### src/rtl/cra_pkg.sv
`timescale 1ns / 1ps
// ----------------------------------------------------------------------------
// cra_pkg
// Widths and constants shared by the capped running average block, its
// channel interfaces and its checker.
// ----------------------------------------------------------------------------
package cra_pkg;

	localparam int SAMPLE_W = 32;                  // raw duration sample
	localparam int AVG_W    = 16;                  // average, count and cap

	localparam logic [AVG_W-1:0] SAT_LIMIT = '1;   // saturation ceiling
	localparam logic [AVG_W-1:0] CAP_RESET = 16'd64;

endpackage

### src/rtl/cra_channels.sv
`timescale 1ns / 1ps
// ----------------------------------------------------------------------------
// cra_channels
// Valid/ready channel interfaces: sample input, result output and the
// configuration write channel.
// ----------------------------------------------------------------------------
interface cra_sample_if;
	logic                         valid;
	logic                         ready;
	logic [cra_pkg::SAMPLE_W-1:0] sample_seconds;

	modport source (output valid, output sample_seconds, input ready);
	modport sink   (input valid, input sample_seconds, output ready);
	modport mon    (input valid, input sample_seconds, input ready);
endinterface

interface cra_result_if;
	logic                      valid;
	logic                      ready;
	logic [cra_pkg::AVG_W-1:0] average_seconds;
	logic [cra_pkg::AVG_W-1:0] sample_count;

	modport source (output valid, output average_seconds, output sample_count, input ready);
	modport sink   (input valid, input average_seconds, input sample_count, output ready);
	modport mon    (input valid, input average_seconds, input sample_count, input ready);
endinterface

interface cra_cfg_if;
	logic                      valid;
	logic                      ready;
	logic [cra_pkg::AVG_W-1:0] data;

	modport source (output valid, output data, input ready);
	modport sink   (input valid, input data, output ready);
	modport mon    (input valid, input data, input ready);
endinterface

### src/rtl/capped_running_average_top.sv
`timescale 1ns / 1ps
// ----------------------------------------------------------------------------
// capped_running_average_top
// Running average of duration samples: cumulative until the count reaches
// sample_cap, then a bounded moving average with a step of at least one.
// ----------------------------------------------------------------------------
//
//  channel   dir   payload                          transaction
//  --------  ----  -------------------------------  ---------------------------
//  samples   in    sample_seconds[31:0]             one sample per transaction
//  results   out   average_seconds, sample_count    one result per sample
//  cfg       in    data[15:0] (sample_cap)          one register write
//
//  From a sample transaction to the result register: a zero sample, a restart
//  or a capped sample equal to the average goes straight to the final state;
//  a capped step passes through the divider; a cumulative step takes a
//  multiply state ahead of the divider. samples.ready returns as the result
//  is loaded, so a sample holds the block until then. The shared restoring
//  divider, one quotient bit a cycle, sets the cost.
//  samples.ready is high only while the sequencer is idle.
//  A finished result waits in the output register while the next sample is
//  taken; the sequencer stalls in its final state only if that register is full.
//  arst_n clears the average, the count and all control; sample_cap goes to 64.
//  cfg.ready is always high.
// ----------------------------------------------------------------------------
module capped_running_average_top (
	input  logic               clk,
	input  logic               arst_n,
	cra_sample_if.sink         samples,
	cra_result_if.source       results,
	cra_cfg_if.sink            cfg
);

	localparam int W      = cra_pkg::AVG_W;
	localparam int SW     = cra_pkg::SAMPLE_W;
	localparam int STEP_W = $clog2(SW);
	localparam logic [STEP_W-1:0] LAST_STEP = STEP_W'(SW - 1);

	typedef enum logic [1:0] {
		ST_IDLE,
		ST_MUL,
		ST_DIV,
		ST_FIN
	} state_t;

	state_t           state_q;
	logic             cum_q;         // divider result feeds the cumulative path
	logic             neg_q;         // capped step direction
	logic [W-1:0]     sample_q;      // saturated sample
	logic [W-1:0]     avg_q;
	logic [W-1:0]     cnt_q;
	logic [W-1:0]     cap_q;
	logic [W:0]       divisor_q;
	logic [W:0]       rem_q;
	logic [SW-1:0]    quo_q;         // dividend shifts out, quotient shifts in
	logic [STEP_W-1:0] step_q;
	logic             out_valid_q;
	logic [W-1:0]     out_avg_q;
	logic [W-1:0]     out_cnt_q;

	logic             take;
	logic             load_out;
	logic [W-1:0]     sat;
	logic [W:0]       diff;
	logic [W-1:0]     mag;
	logic [W+1:0]     trial;
	logic             qbit;
	logic [W:0]       rem_next;
	logic [SW-1:0]    quo_next;
	logic [W-1:0]     step_mag;

	assign samples.ready   = (state_q == ST_IDLE);
	assign cfg.ready       = 1'b1;
	assign results.valid   = out_valid_q;
	assign results.average_seconds = out_avg_q;
	assign results.sample_count    = out_cnt_q;

	assign take = samples.valid && samples.ready;

	// Load the result once the output register is free.
	assign load_out = (state_q == ST_FIN) && (!out_valid_q || results.ready);

	// Saturate the raw sample to the average's width.
	assign sat = (samples.sample_seconds > SW'(cra_pkg::SAT_LIMIT))
		? cra_pkg::SAT_LIMIT : samples.sample_seconds[W-1:0];

	// Signed difference for the capped path and its magnitude.
	assign diff = {1'b0, sat} - {1'b0, avg_q};
	assign mag  = diff[W] ? W'(-diff) : diff[W-1:0];

	// One restoring divide step: bring down the next dividend bit, try to subtract.
	assign trial    = {rem_q, quo_q[SW-1]};
	assign qbit     = (trial >= {1'b0, divisor_q});
	assign rem_next = qbit ? (W+1)'(trial - {1'b0, divisor_q}) : trial[W:0];
	assign quo_next = {quo_q[SW-2:0], qbit};

	// Capped step is forced to at least one when the difference is nonzero.
	assign step_mag = (quo_next[W-1:0] == '0) ? W'(1) : quo_next[W-1:0];

	always_ff @(posedge clk or negedge arst_n) begin
		if (!arst_n) begin
			state_q     <= ST_IDLE;
			cum_q       <= 1'b0;
			neg_q       <= 1'b0;
			sample_q    <= '0;
			avg_q       <= '0;
			cnt_q       <= '0;
			cap_q       <= cra_pkg::CAP_RESET;
			divisor_q   <= '0;
			rem_q       <= '0;
			quo_q       <= '0;
			step_q      <= '0;
			out_valid_q <= 1'b0;
			out_avg_q   <= '0;
			out_cnt_q   <= '0;
		end else begin
			// Register write: taken whenever offered.
			if (cfg.valid && cfg.ready) begin
				cap_q <= cfg.data;
			end

			// Load a finished result, else drop the one the sink takes.
			if (load_out) begin
				out_valid_q <= 1'b1;
				out_avg_q   <= avg_q;
				out_cnt_q   <= cnt_q;
			end else if (results.valid && results.ready) begin
				out_valid_q <= 1'b0;
			end

			case (state_q)
				ST_IDLE: begin
					if (take) begin
						sample_q <= sat;
						rem_q    <= '0;
						step_q   <= '0;
						if (samples.sample_seconds == '0) begin
							// Zero sample: hold state, just report it.
							state_q <= ST_FIN;
						end else if (cnt_q == '0 || avg_q == '0) begin
							// Restart the average from this sample.
							avg_q   <= sat;
							cnt_q   <= W'(1);
							state_q <= ST_FIN;
						end else if (cnt_q < cap_q) begin
							cum_q   <= 1'b1;
							state_q <= ST_MUL;
						end else if (diff == '0) begin
							// Capped and equal to the average: nothing moves.
							state_q <= ST_FIN;
						end else begin
							cum_q     <= 1'b0;
							neg_q     <= diff[W];
							quo_q     <= SW'(mag);
							divisor_q <= {1'b0, cap_q} + (W+1)'(1);
							state_q   <= ST_DIV;
						end
					end
				end

				ST_MUL: begin
					// Weighted sum avg*count + sample fits the dividend exactly.
					quo_q     <= SW'(avg_q) * SW'(cnt_q) + SW'(sample_q);
					divisor_q <= {1'b0, cnt_q} + (W+1)'(1);
					state_q   <= ST_DIV;
				end

				ST_DIV: begin
					rem_q  <= rem_next;
					quo_q  <= quo_next;
					step_q <= step_q + STEP_W'(1);
					if (step_q == LAST_STEP) begin
						if (cum_q) begin
							avg_q <= quo_next[W-1:0];
							cnt_q <= cnt_q + W'(1);
						end else if (neg_q) begin
							avg_q <= avg_q - step_mag;
						end else begin
							avg_q <= avg_q + step_mag;
						end
						state_q <= ST_FIN;
					end
				end

				ST_FIN: begin
					// Advance once the result is loaded.
					if (load_out) begin
						state_q <= ST_IDLE;
					end
				end

				default: begin
					state_q <= ST_IDLE;
				end
			endcase
		end
	end

endmodule

### src/flat_wrapper.sv
// flat-port wrapper written by rule: the top's interface ports become plain ports
module capped_running_average_top_flat 
  (clk, arst_n, samples_valid, samples_sample_seconds, samples_ready, results_valid, results_average_seconds, results_sample_count, results_ready, cfg_valid, cfg_data, cfg_ready);
  cra_sample_if samples_i ();
  cra_result_if results_i ();
  cra_cfg_if cfg_i ();
  input  logic clk;
  input  logic arst_n;
  input wire logic [$bits(samples_i.valid)-1:0] samples_valid;
  input wire logic [$bits(samples_i.sample_seconds)-1:0] samples_sample_seconds;
  output wire logic [$bits(samples_i.ready)-1:0] samples_ready;
  output wire logic [$bits(results_i.valid)-1:0] results_valid;
  output wire logic [$bits(results_i.average_seconds)-1:0] results_average_seconds;
  output wire logic [$bits(results_i.sample_count)-1:0] results_sample_count;
  input wire logic [$bits(results_i.ready)-1:0] results_ready;
  input wire logic [$bits(cfg_i.valid)-1:0] cfg_valid;
  input wire logic [$bits(cfg_i.data)-1:0] cfg_data;
  output wire logic [$bits(cfg_i.ready)-1:0] cfg_ready;
  assign samples_i.valid = samples_valid;
  assign samples_i.sample_seconds = samples_sample_seconds;
  assign samples_ready = samples_i.ready;
  assign results_valid = results_i.valid;
  assign results_average_seconds = results_i.average_seconds;
  assign results_sample_count = results_i.sample_count;
  assign results_i.ready = results_ready;
  assign cfg_i.valid = cfg_valid;
  assign cfg_i.data = cfg_data;
  assign cfg_ready = cfg_i.ready;
  capped_running_average_top u_core (.clk(clk), .arst_n(arst_n), .samples(samples_i), .results(results_i), .cfg(cfg_i));
endmodule
### config.mk
export PLATFORM = sky130hd
export DESIGN_NAME = capped_running_average_top_flat
export DESIGN_NICKNAME = d
export VERILOG_FILES = /design/src/rtl/cra_pkg.sv /design/src/rtl/cra_channels.sv /design/src/rtl/capped_running_average_top.sv /design/src/flat_wrapper.sv
export SDC_FILE = /design/constraint.sdc
export NUM_CORES = 1
export LEC_CHECK = 0
export BUFFER_PORTS_ARGS = -buffer_cell sky130_fd_sc_hd__buf_2
export CORE_ASPECT_RATIO = 0.7
export CORE_MARGIN = 1
export CORE_UTILIZATION = 40
export DETAILED_ROUTE_END_ITERATION = 6
export PLACE_DENSITY = 0.6
export SYNTH_ARGS = -nofsm -noshare
export SYNTH_HDL_FRONTEND = slang
export SYNTH_SLANG_ARGS = --single-unit
### constraint.sdc
create_clock -name clk -period 14.3 [get_ports clk]
set_clock_uncertainty 0.05 [all_clocks]
set_input_delay 1.43 -clock clk [delete_from_list [all_inputs] [get_ports clk]]
set_output_delay 1.43 -clock clk [all_outputs]
set_load 0.02 [all_outputs]
Word-level counts from Yosys, hierarchy flattened

Index checks and enable logic that the tools add are counted.

Register bits after elaboration: 172
Input bits: 53
Output and inout port bits: 35

Add/subtract/negate cells: 10
Multiply operators: 1
Magnitude comparators: 3
Eq/ne operators: 14
Multiplexer cells: 45
Bitwise operators: 4
Reductions and logical operators: 25

Operators with widths:

| cell                                                             | number |
|---|---|
| two-way mux 16 bit                                               | 14 |
| two-way mux 32 bit                                               | 5 |
| two-way mux 17 bit                                               | 7 |
| case mux 32 bit (3 select lines)                                 | 1 |
| case mux 17 bit (2 select lines)                                 | 2 |
| case mux 16 bit (2 select lines)                                 | 2 |
| logical NOT 16 bit                                               | 3 |
| adder 16 x 1 -> 17 bit (second input constant)                   | 2 |
| adder 32 x 16 -> 32 bit                                          | 1 |
| greater-than comparator 32 x 16 -> 1 bit (second input constant) | 1 |
| logical NOT 32 bit                                               | 1 |
| multiplier 16 x 16 -> 32 bit                                     | 1 |
| AND reduction 6 bit                                              | 4 |
| greater-or-equal comparator 18 x 17 -> 1 bit                     | 1 |
| logical NOT 17 bit                                               | 1 |
| subtractor 16 x 16 -> 17 bit                                     | 1 |
| subtractor 17 bit                                                | 1 |
| adder 16 x 1 -> 16 bit (second input constant)                   | 1 |
| adder 16 bit                                                     | 1 |
| less-than comparator 16 bit                                      | 1 |
| negation 16 bit                                                  | 1 |
| subtractor 16 bit                                                | 1 |
| two-way mux 2 bit                                                | 6 |
| inequality test 2 bit (second input constant)                    | 6 |
| 19 further kinds                                                 | 37 |

Logic depth before layout (Yosys ltp)

Gate-level depths: netlist (run 1).

Word-level depth: 11
Depth in mapped cells: 26
Gate-level depth less buffers: 25

Worst setup path after synthesis (run 1)

OpenSTA, ideal clock, no wires.

Path kind: flip-flop to flip-flop
Start point: reg u_core.cnt_q[9]
End point: reg u_core.quo_q[28]
Arrival time: 6.381 ns
Data required time: 14.115 ns
Setup slack: 7.734 ns
Cell stages (with the launch flop): 24
Path buffers: 2
Period minus slack after synthesis: 6.566 ns
Cell sequence: dfrtp_1 clkbuf_1 buf_1 nand2_1 fa_1 inv_1 fa_1 fa_1 fa_1 fa_1 inv_1 fa_1 inv_1 ha_1 a21oi_1 nor2b_1 o311ai_0 o211ai_1 o41ai_1 nand2b_1 a21o_1 xor2_1 a22oi_1 o21ai_0

Cells in the longest elaborated chain, start to end: 4
Elaborated cells on any way between the ends: 9
Those cells by class: 1 x add/sub; 1 x mul; 1 x order compare; 2 x eq/ne; 1 x mux; 3 x reduce/logical

Ends and longest elaborated chain:

| element                                                                              | line                              | source |
|---|---|---|
| start: declaration                                                                   | capped_running_average_top.sv:51  | `logic [W-1:0] cnt_q;` |
| start signal: assignment                                                             | capped_running_average_top.sv:175 | `cnt_q <= cnt_q + W'(1);` |
| parallel branches: the longest is 4 deep, another holds multiplier 16 x 16 -> 32 bit | -                                 |  |
| end signal: assignment                                                               | capped_running_average_top.sv:154 | `quo_q <= SW'(mag);` |
| end signal: assignment                                                               | capped_running_average_top.sv:163 | `quo_q <= SW'(avg_q) * SW'(cnt_q) + SW'(sample_q);` |
| end signal: assignment                                                               | capped_running_average_top.sv:170 | `quo_q <= quo_next;` |
| end: declaration                                                                     | capped_running_average_top.sv:55  | `logic [SW-1:0] quo_q;` |

Parallel ways; which one is timed is not known.
A chain may end at the register's enable or synchronous reset.

Final worst setup path (run 1)

Start point: reg u_core.cnt_q[11]
End point: reg u_core.quo_q[28]

The elaborated chain is that of the path after synthesis.

==> impl_metrics.csv, run 1 <==
group,metric,value,unit
synth,synthArstFlopShare,1.00,
power,comb_power_share,0.736,
flow_run,cap_violations,0,
synth,syn_area,20600,um2
hold_path,hold_class,"flop to flop",
clocking,clk_path_buf_depth,2,
synth,synth_fa_ha_area_frac,0.317,
placement,hpwl,47.9,mm
clocking,cts_resized,0,
floorplanning,dieArea,52400,um2
global_routing,grt-ovfl-total,0,
detailed_routing,viasPerCell,5.47,
sta,finalCriticalPeriod,7.51,ns
worst_setup_path,startpoint_type,"flop",
floorplanning,fp.dieW,273,um
layout,final_core_util,0.438,
clocking,clk_pin_slew,0.08,ns
sta,tightest_slew,1.12,ns
global_routing,antenna_found_initial,1,
sta,setup_violations,0,
power,p_int,0.00235,W
synth,synth_flop_cell,"dfrtp_1",
sta,fin_crit_sh,0.525,
power,vdd_ir_drop_max,0.000134,V
worst_setup_path,path_class,"flop to flop",
synth,synth_cells,2429,
floorplanning,fp-row-count,69,
detailed_routing,drc_errors,0,
worst_setup_path,endpoint_kind,"flop",
clocking,insertion_delay,0.47,ns
floorplanning,start_util,0.406,
sta,slew_headroom,0.253,
clocking,htree_levels,4,
sta,rsz0062_at_grt,"no",
worst_setup_path,required,14.59,ns
clocking,cts.sink_count,172,
layout,fill_cells,5078,
power,sw_frac_of_total,0.558,
detailed_routing,ant_nets,0,
clocking,ctsRootBufferMaster,"clkbuf_16",
worst_setup_path,crit_fanout,16,
synth,synthDistinctLibCells,77,
power,p_clk_frac,0.097,
power,p_sw,0.00297,W
synth,yosysWarnings,0,
sta,tns,0,ns
global_routing,grt_usage,0.241,
global_routing,grt_pass1_wl,97.2,mm
detailed_routing,drt_iter0_drc,1549,
detailed_routing,wirelength,61.8,mm
synth,synthSimpleGateAreaFrac,0.170,
synth,synth_edf_count,0,
synth,synth_seq_cells,172,
synth,synth_compound_area_frac,0.143,
synth,seq_area_frac_synth,0.209,
power,seq_power_share,0.167,
power,power_density,239,nW/um2
layout,drive_gt1_frac,0.0799,
layout,nNetsFinal,2886,
sta,timing.final.hold_violations,0,
clocking,cts_made_buffers,17,
floorplanning,io_pins,88,
sta,slew_viol_final,0,
clocking,cts_tree,"yes",
sta,holdWs,0.436,ns
placement,place.gp.congestion,0.906,
detailed_routing,vias,17105,
global_routing,grt_pass1_vias,16902,
power,power.leakage,11.1,nW
status,outcome,"completed",
worst_setup_path,arrival,7.80,ns
synth,synth_mux_area_frac,0.0225,
synth,synth_xor_area_frac,0.0463,
synth,syn_area_per_cell,8.48,um2
sta,fmax,133,MHz
layout,synthToLayoutAreaGrowth,8.00,%
detailed_routing,dr.pass1.iters,6,
synth,synth_top_family_by_area,"adder cells",
synth,syn_nets,2876,
placement,portBuffers,86,
floorplanning,die_y,192,um
clocking,postCtsSetupBuffers,0,
clocking,hold_buffers,0,
detailed_routing,drt-wirelength-per-cell,19.8,um
floorplanning,core-area,50800,um2
global_routing,grt_max_degree,111,
flip-flops by register name (all words and copies together), names as in the netlist:
register	cells
u_core.avg_q	16
u_core.cap_q	16
u_core.neg_q	1
u_core.quo_q	32
u_core.results.sample_count	16
u_core.step_q	5
u_core.divisor_q	17
u_core.rem_q	17
u_core.cum_q	1
u_core.sample_q	16
u_core.state_q	2
u_core.cnt_q	16
u_core.results.valid	1
u_core.results.average_seconds	16
cell usage in the layout, fill, tap and decap left out, types with 8 or more instances in the layout:
| cell type | instances |
|---|---|
| a211oi_1 | 10 |
| a21o_1 | 26 |
| a21oi_1 | 94 |
| a221o_1 | 11 |
| a22o_1 | 8 |
| a22oi_1 | 15 |
| a31oi_1 | 12 |
| a32oi_1 | 9 |
| and2_1 | 93 |
| and3_1 | 10 |
| buf_2 | 85 |
| buf_4 | 26 |
| clkbuf_16 | 17 |
| dfrtp_1 | 171 |
| fa_1 | 213 |
| ha_1 | 179 |
| inv_1 | 370 |
| mux2_2 | 14 |
| mux2i_1 | 26 |
| nand2_1 | 330 |
| nand2b_1 | 17 |
| nand3_1 | 34 |
| nand4_1 | 13 |
| nor2_1 | 135 |
| nor2b_1 | 18 |
| nor3_1 | 29 |
| nor4_1 | 19 |
| o211ai_1 | 20 |
| o21a_1 | 10 |
| o21ai_0 | 173 |
| o31ai_1 | 16 |
| or2_2 | 19 |
| or3_1 | 12 |
| xnor2_1 | 58 |
| xor2_1 | 51 |
routing by layer:
metal,global-route usage,vias up,routed length (um)
li1,-,7952,-
met1,0.359,8504,29800
met2,0.365,596,26700
met3,0.0430,53,4470
met4,0.0438,0,830
met5,0,-,0
area by class of cell:
cell class	instances	area, um2	share of cell area
antenna	1	2.50	0.000112
clock buffer	17	425	0.0191
clock inverter	15	204	0.00917
inverter	373	1400	0.0629
multi-input combinational	1763	14400	0.649
sequential	172	4310	0.194
tap	674	843	0.0379
timing repair buffer	112	634	0.0285
path summary, 6_finish.rpt:
check	start	end	slack, ns	depth (start not counted)
max in group asynchronous	arst_n	u_core.sample_q[11]	11.72	2
setup / recovery	u_core.cnt_q[11]	u_core.quo_q[28]	6.79	23
setup reg to reg	u_core.cnt_q[11]	u_core.quo_q[28]	6.79	23
min in group asynchronous	arst_n	u_core.rem_q[10]	0.97	1
hold reg to reg	u_core.quo_q[17]	u_core.quo_q[17]	0.44	2
hold / removal	u_core.quo_q[17]	u_core.quo_q[17]	0.44	2
Yosys cell counts, drive strengths merged, types with 20 or more instances:
cell type,count,area share
a21o,26,0.0095
a21oi,95,0.024
and2,93,0.028
buf,23,0.0057
clkbuf,98,0.018
dfrtp,171,0.21
fa,213,0.21
ha,181,0.11
inv,370,0.067
mux2i,26,0.013
nand2,331,0.060
nand3,34,0.0083
nor2,135,0.025
nor3,31,0.0078
nor4,20,0.0064
o211ai,20,0.0073
o21ai,179,0.044
xnor2,58,0.025
xor2,51,0.022
metrics by stage:
step / instance area [um2] / setup slack [ns] / cells / power [W]
after CTS: 22200 / 6.87 / 3126 / 0.00528
after global routing: 22200 / 6.34 / 3126 / 0.00582
after global placement: 21600 / 7.10 / 3094 / 0.00465
final: 22200 / 6.79 / 3127 / 0.00532
after floorplan: 20600 / 7.73 / 2429 / 0.00364
after detailed placement: 21600 / 6.90 / 3094 / 0.00472
critical path: stages (launching register included):
cell	delay [ns]
dfrtp_1	0.78
clkinv_1	0.44
nor2_1	0.25
fa_1	0.43
inv_1	0.08
fa_1	0.42
inv_1	0.10
fa_1	0.44
fa_1	0.55
fa_1	0.57
inv_1	0.06
fa_1	0.53
inv_1	0.04
ha_1	0.37
a21oi_1	0.27
nor2b_1	0.10
o311ai_0	0.34
o211ai_1	0.33
o41ai_1	0.55
nand2b_1	0.11
a21o_1	0.20
xor2_1	0.13
a22oi_1	0.13
o21ai_0	0.12
power by group through the flow:
stage                     Sequential [W]  Clock, W  Combinational, W
final                           0.000889  0.000514           0.00391
after detailed placement        0.000888         0           0.00383
after CTS                       0.000880  0.000524           0.00387
after global placement          0.000881         0           0.00377
after floorplan                 0.000769         0           0.00287
after global routing            0.000904  0.000543           0.00437
cell families after synthesis:
kind of cell               Yosys count
muxes                               44
buffers and inverters              494
AOI/OAI and AO/OA                  463
xor gates and xnor gates           109
DFF                                172
adders and majority gates          394
other                                1
and+or+nand+nor                    752
Power figures use the tool's default switching activity.
==> inputs of run 2 (changes only) <==
--- a/config.mk
+++ b/config.mk
@@ -5,6 +5,7 @@
 export SDC_FILE = /design/constraint.sdc
 export NUM_CORES = 1
 export LEC_CHECK = 0
+export ABC_AREA = 1
 export BUFFER_PORTS_ARGS = -buffer_cell sky130_fd_sc_hd__buf_2
 export CORE_ASPECT_RATIO = 0.7
 export CORE_MARGIN = 1
==> constraint.sdc (replaced) <==
create_clock -name clk -period 7.3 [get_ports clk]
set_clock_uncertainty 0.05 [all_clocks]
set_input_delay 0.73 -clock clk [delete_from_list [all_inputs] [get_ports clk]]
set_output_delay 0.73 -clock clk [all_outputs]
set_load 0.02 [all_outputs]
==> run 2 against run 1 <==
Net effect:
- global-route usage rose by 2.6 points
- die area rose by 6.3%
- via count rose by 16%
- routed wire length rose by 15%
==> impl_metrics.csv, run 2 <==
group,metric,value,unit
sta,timing.final.hold_violations,0,
synth,synth_flop_cell,"dfrtp_1",
detailed_routing,viasPerCell,5.26,
global_routing,grt-ovfl-total,0,
worst_setup_path,path_class,"flop to flop",
sta,finalCriticalPeriod,6.64,ns
global_routing,use_met3,0.0714,
sta,setup_violations,0,
sta,rsz0062_at_grt,"no",
status,outcome,"completed",
power,power_density,451,nW/um2
clocking,clk_pin_slew,0.09,ns
global_routing,met1_usage,0.394,
power,power.leakage,13.2,nW
worst_setup_path,endpoint_kind,"flop",
clocking,hold_buffers,0,
clocking,cts_made_buffers,17,
synth,synthDistinctLibCells,55,
synth,synth_area_leader_cell,"dfrtp_1",
synth,synthTopCellsByArea,"dfrtp_1 20%, fa_1 19%, nand2_1 14%",
layout,diodes,0,
floorplanning,core-area,53900,um2
layout,drive_gt1_frac,0.0774,
synth,syn_area,21900,um2
synth,synth_edf_count,0,
global_routing,grt_usage,0.267,
clocking,insertion_delay,0.47,ns
clocking,postCtsSetupBuffers,0,
floorplanning,fp.dieW,282,um
clocking,ctsRootBufferMaster,"clkbuf_16",
floorplanning,fp-row-count,71,
sta,slew_viol_final,0,
global_routing,grt_max_degree,108,
synth,yosysWarnings,0,
flow_run,cap_violations,0,
synth,synth_seq_cells,172,
worst_setup_path,arrival,7.00,ns
hold_path,hold_class,"primary input to asynchronous set/reset pin",
placement,place.gp.congestion,0.925,
floorplanning,die_y,198,um
layout,largest_reg_flops,32,
synth,synth.most_common_cell,"nand2_1",
synth,syn_nets,3468,
clocking,cts.sink_count,172,
worst_setup_path,required,7.66,ns
placement,portBuffers,86,
sta,fin_crit_sh,0.909,
placement,hpwl,56.5,mm
synth,synth_cells,3021,
worst_setup_path,crit_fanout,20,
sta,tightest_slew,1.04,ns
layout,final_cell_mix,"812 x nand2_1, 635 x inv_1, 213 x fa_1",
layout,final_core_util,0.437,
global_routing,grt_pass1_wl,114,mm
floorplanning,io_pins,88,
detailed_routing,dr.pass1.iters,6,
global_routing,globalRouteMet2Util,0.388,
floorplanning,start_util,0.406,
layout,top_register,"u_core.quo_q",
sta,slew_headroom,0.302,
clocking,clk_path_buf_depth,2,
floorplanning,dieArea,55700,um2
detailed_routing,drt_iter0_drc,1850,
clocking,htree_levels,4,
layout,mostFrequentLayoutCell,"nand2_1",
clocking,cts_tree,"yes",
detailed_routing,ant_nets,0,
layout,reg_top3,"u_core.quo_q (32), u_core.divisor_q (17), u_core.rem_q (17)",
synth,synth_top_cell_area_share,0.195,
sta,fmax,151,MHz
detailed_routing,vias,19898,
worst_setup_path,startpoint_type,"flop",
sta,tns,0,ns
detailed_routing,wirelength,71.0,mm
global_routing,grt_pass1_vias,19872,
synth,seq_area_frac_synth,0.197,
global_routing,antenna_found_initial,0,
detailed_routing,drt-wirelength-per-cell,18.8,um
global_routing,grt-busiest-layer,"met1",
synth,syn_area_per_cell,7.25,um2
synth,synthTopCellsByCount,"813 x nand2_1, 635 x inv_1, 213 x fa_1",
detailed_routing,drc_errors,0,
layout,synthToLayoutAreaGrowth,7.69,%
power,vdd_ir_drop_max,0.000233,V
clocking,cts_resized,0,
layout,nNetsFinal,3485,
synth,synthArstFlopShare,1.00,
==> run 2: cell count changes after synthesis, moves of 18 or more <==
cell	previous run	this run
and2_1	93	3
nor2b_1	18	0
a21o_1	26	7
nand2_1	331	813
inv_1	370	635
nand4_1	13	38
mux2i_1	26	0
a21oi_1	94	130
o21ai_2	1	26
clkbuf_1	98	66
xnor2_1	58	20
nand3_1	34	112
==> run 2: where the power goes <==
group / internal [W] / switching [W] / total [W] / leakage [nW]
combinational: 0.00255 / 0.00526 / 0.00781 / 10.7
clock: 0.000470 / 0.000527 / 0.000997 / 0.299
sequential: 0.00127 / 0.000560 / 0.00183 / 2.19
==> run 2: cell families (layout without fill, tap and decap cells) <==
group / Yosys count / count (layout) / share of synthesized area
AOI/OAI and AO/OA: 426 / 426 / 0.112
and+or+nand+nor: 1179 / 1179 / 0.226
other: 1 / 1 / 0.000171
buffers and inverters: 776 / 806 / 0.137
DFF: 172 / 172 / 0.197
xor gates and xnor gates: 73 / 73 / 0.0292
adders and majority gates: 394 / 394 / 0.298
==> run 2: final timing paths <==
path | depth (start not counted) | start | to | slack [ns]
min reg2reg | 2 | u_core.results.sample_count[10] | u_core.results.sample_count[10] | 0.44
max in group asynchronous | 2 | arst_n | u_core.divisor_q[9] | 5.56
min | 1 | arst_n | u_core.results.sample_count[12] | 0.24
max | 22 | u_core.avg_q[6] | u_core.quo_q[27] | 0.66
max reg2reg | 22 | u_core.avg_q[6] | u_core.quo_q[27] | 0.66
min in group clk | 3 | cfg_data[13] | u_core.cap_q[13] | 0.41
==> run 2: layer usage <==
metal / vias to the layer above / share of wire
li1: 9358 / -
met1: 9685 / 0.48
met2: 789 / 0.41
met3: 66 / 0.096
met4: 0 / 0.014
met5: - / 0
==> run 2: layout make-up <==
class                           count  area, um2
Fill cell                        5562      30300
Timing Repair Buffer              122        709
Clock inverter                     15        191
Multi-Input combinational cell   2073      14600
Inverter                          652       2450
Sequential cell                   172       4310
Tap cell                          730        913
Clock buffer                       17        425
==> run 2: stage by stage <==
| step | hold slack, ns | power [W] | setup WS (ns) | instance area [um2] | cells |
|---|---|---|---|---|---|
| 2_1_floorplan | 0.384 | 0.00707 | 1.41 | 21900 | 3021 |
| 3_3_place_gp | 0.413 | 0.00935 | 0.828 | 23000 | 3749 |
| 3_5_place_dp | 0.419 | 0.00942 | 0.757 | 23000 | 3749 |
| 4_1_cts | 0.341 | 0.0105 | 0.736 | 23600 | 3781 |
| 5_1_grt | 0.341 | 0.0116 | 0.342 | 23600 | 3781 |
| 6_report | 0.241 | 0.0106 | 0.661 | 23600 | 3781 |
==> run 2: critical path, stage by stage, from the launching register on <==
cell	delay, ns
dfrtp_1	0.99
nand2_1	0.20
fa_1	0.59
inv_1	0.06
fa_1	0.57
fa_1	0.48
fa_1	0.55
fa_1	0.56
inv_1	0.06
fa_1	0.53
inv_1	0.05
ha_1	0.39
nand2_1	0.13
nor2_1	0.22
nand4_1	0.12
nand2_1	0.14
a21o_1	0.23
nand2_1	0.10
nand3_1	0.08
nand3_1	0.14
a21oi_1	0.18
nand2_1	0.07
nand2_1	0.08
==> inputs of run 3 (changes only) <==
==> constraint.sdc (replaced) <==
create_clock -name clk -period 6.4 [get_ports clk]
set_clock_uncertainty 0.05 [all_clocks]
set_input_delay 0.64 -clock clk [delete_from_list [all_inputs] [get_ports clk]]
set_output_delay 0.64 -clock clk [all_outputs]
set_load 0.02 [all_outputs]
==> run 3 against run 2 <==
Net effect:
- setup slack worse by 0.36 ns
- maximum frequency is 8.9% higher
- clock power is 14% higher
- sequential share of layout area is 0.21 points lower
- cell count is 1.2% higher
- sequential power is 3% higher
- critical path depth is 1 lower
- register-to-register slack worse by 0.36 ns
- global-route usage is 0.33 points lower
- critical path type unchanged
- largest power group unchanged
==> impl_metrics.csv, run 3 (synthesis gave the netlist of run 2 again) <==
group,metric,value,unit
sta,finalCriticalPeriod,6.10,ns
layout,diodes,0,
detailed_routing,wirelength,70.5,mm
hold_path,hold_class,"primary input to asynchronous set/reset pin",
placement,dp_slack,-0.0130,ns
layout,fill_cells,5575,
worst_setup_path,slowest_delay,0.59,ns
clocking,cts.sink_count,172,
power,vdd_ir_drop_max,0.000348,V
floorplanning,start_util,0.406,
sta,finalWorstSetupSlack,0.303,ns
layout,regArea,4330,um2
floorplanning,fp-row-count,71,
clocking,clk_path_buf_depth,2,
sta,holdWs,0.159,ns
floorplanning,core-area,53900,um2
power,power_density,512,nW/um2
worst_setup_path,reg2reg_setup_slack,0.30,ns
sta,fmax,164,MHz
global_routing,grt_max_degree,81,
worst_setup_path,cp_slowest_cell,"dfrtp_1",
clocking,insertion_delay,0.47,ns
power,power.leakage,13.4,nW
layout,mostFrequentLayoutCell,"nand2_1",
worst_setup_path,required,6.75,ns
worst_setup_path,rr_startpoint,"u_core.avg_q[1]",
sta,slew_viol_final,0,
sta,tightest_slew,1.06,ns
flow_run,cap_violations,0,
layout,drive_gt1_frac,0.100,
clocking,ctsRootBufferMaster,"clkbuf_16",
floorplanning,dieArea,55700,um2
worst_setup_path,endpoint_kind,"flop",
layout,synthToLayoutAreaGrowth,9.55,%
placement,hpwl,57.7,mm
global_routing,grt_pass1_wl,112,mm
global_routing,grt-ovfl-total,0,
detailed_routing,drt-wirelength-per-cell,18.4,um
detailed_routing,drt_iter0_drc,1605,
worst_setup_path,arrival,6.45,ns
global_routing,grt_pass1_vias,19516,
floorplanning,io_pins,88,
sta,fin_crit_sh,0.953,
worst_setup_path,path_cells,"nand2_1 -> fa_1 -> fa_1 -> inv_1 -> fa_1 -> fa_1 -> fa_1 -> inv_1 -> fa_1 -> inv_1 -> ha_1 -> a21o_1 -> a21oi_1 -> o21ai_0 -> a21oi_1 -> inv_1 -> a21oi_1 -> o21ai_0 -> a21oi_1 -> nand2_1 -> nand2_1",
detailed_routing,drc_errors,0,
layout,final_cell_mix,"811 x nand2_1, 635 x inv_1, 213 x fa_1",
layout,multi_input_area,14600,um2
worst_setup_path,reg2reg_depth,21,
global_routing,grt_usage,0.263,
detailed_routing,vias,19774,
clocking,clk_pin_slew,0.08,ns
status,outcome,"completed",
worst_setup_path,path_class,"flop to flop",
placement,portBuffers,86,
placement,place.gp.congestion,0.932,
worst_setup_path,crit_fanout,8,
floorplanning,fp.dieW,282,um
worst_setup_path,cpMostUsedCell,"fa_1",
sta,timing.final.hold_violations,0,
layout,largest_reg_flops,32,
layout,reg_top3,"u_core.quo_q (32), u_core.divisor_q (17), u_core.rem_q (17)",
global_routing,antenna_found_initial,1,
detailed_routing,viasPerCell,5.17,
clocking,htree_levels,4,
sta,slew_headroom,0.292,
layout,top_register,"u_core.quo_q",
worst_setup_path,startpoint_type,"flop",
floorplanning,die_y,198,um
sta,setup_violations,0,
detailed_routing,ant_nets,0,
layout,nNetsFinal,3529,
detailed_routing,dr.pass1.iters,6,
clocking,cts_made_buffers,17,
clocking,cts_tree,"yes",
worst_setup_path,rr_endpoint,"u_core.quo_q[16]",
[run 3: cell count changes in the layout (fill, tap and decap cells not counted), sizes merged]
cell / before / now
buf: 121 / 165
inv: 659 / 657
bufinv: 0 / 1
clkinvlp: 0 / 1
[run 3: layout make-up]
class,count,area share
inverter,652,0.102
sequential,172,0.180
clock buffer,17,0.0177
tap,730,0.0381
clock inverter,15,0.00819
multi-input combinational,2073,0.610
timing repair buffer,166,0.0436
[run 3: how the worst max path moves through the flow]
stage,from,end,slack [ns],depth (start not counted)
after global routing,u_core.avg_q[5],u_core.quo_q[22],-0.02,25
final,u_core.avg_q[1],u_core.quo_q[16],0.30,21
after global placement,u_core.avg_q[10],u_core.quo_q[31],0.15,23
after detailed placement,u_core.avg_q[10],u_core.quo_q[31],-0.01,23
after floorplan,u_core.cnt_q[9],u_core.quo_q[25],0.51,25
after CTS,u_core.avg_q[11],u_core.quo_q[31],0.02,23
[run 3: where the power goes]
part / internal [W] / switching [W] / leakage [nW]
registers: 0.00146 / 0.000434 / 2.16
clock network: 0.000567 / 0.000571 / 0.298
logic: 0.00305 / 0.00621 / 10.9
[run 3: critical path: cells and delay by family, from the launching register on]
family	cells	cell delay, ns
adders and majority gates	7	3.64
AOI/OAI and AO/OA	7	1.23
DFF	1	0.59
and+or+nand+nor	3	0.28
buffers and inverters	4	0.24
[run 3: timing repair]
action / 4_1_cts / 5_1_grt
hold buffers: 0 / 0
endpoints found under the setup margin: 3 / 18
pin swaps: 0 / 5
buffers inserted: 0 / 14
resized for setup: 1 / 34
[run 3: through the flow]
| stage | TNS [ns] | utilization | std cells | cell area, um2 | total power (W) |
|---|---|---|---|---|---|
| finish | 0 | 0.445 | 3825 | 24000 | 0.0123 |
| floorplan | 0 | - | 3021 | 21900 | 0.00807 |
| global placement | 0 | 0.430 | 3779 | 23200 | 0.0108 |
| detailed placement | -0.0130 | 0.430 | 3779 | 23200 | 0.0108 |
| global route | -0.0165 | 0.445 | 3825 | 24000 | 0.0135 |
| CTS | 0 | 0.442 | 3811 | 23800 | 0.0120 |
[run 3: layer usage]
| metal | vias to the layer above | GRT usage | share of wire |
|---|---|---|---|
| met3 | 65 | 0.0511 | 0.087 |
| li1 | 9440 | - | - |
| met5 | - | 0 | 0 |
| met2 | 718 | 0.374 | 0.41 |
| met4 | 0 | 0.0554 | 0.017 |
| met1 | 9551 | 0.407 | 0.49 |
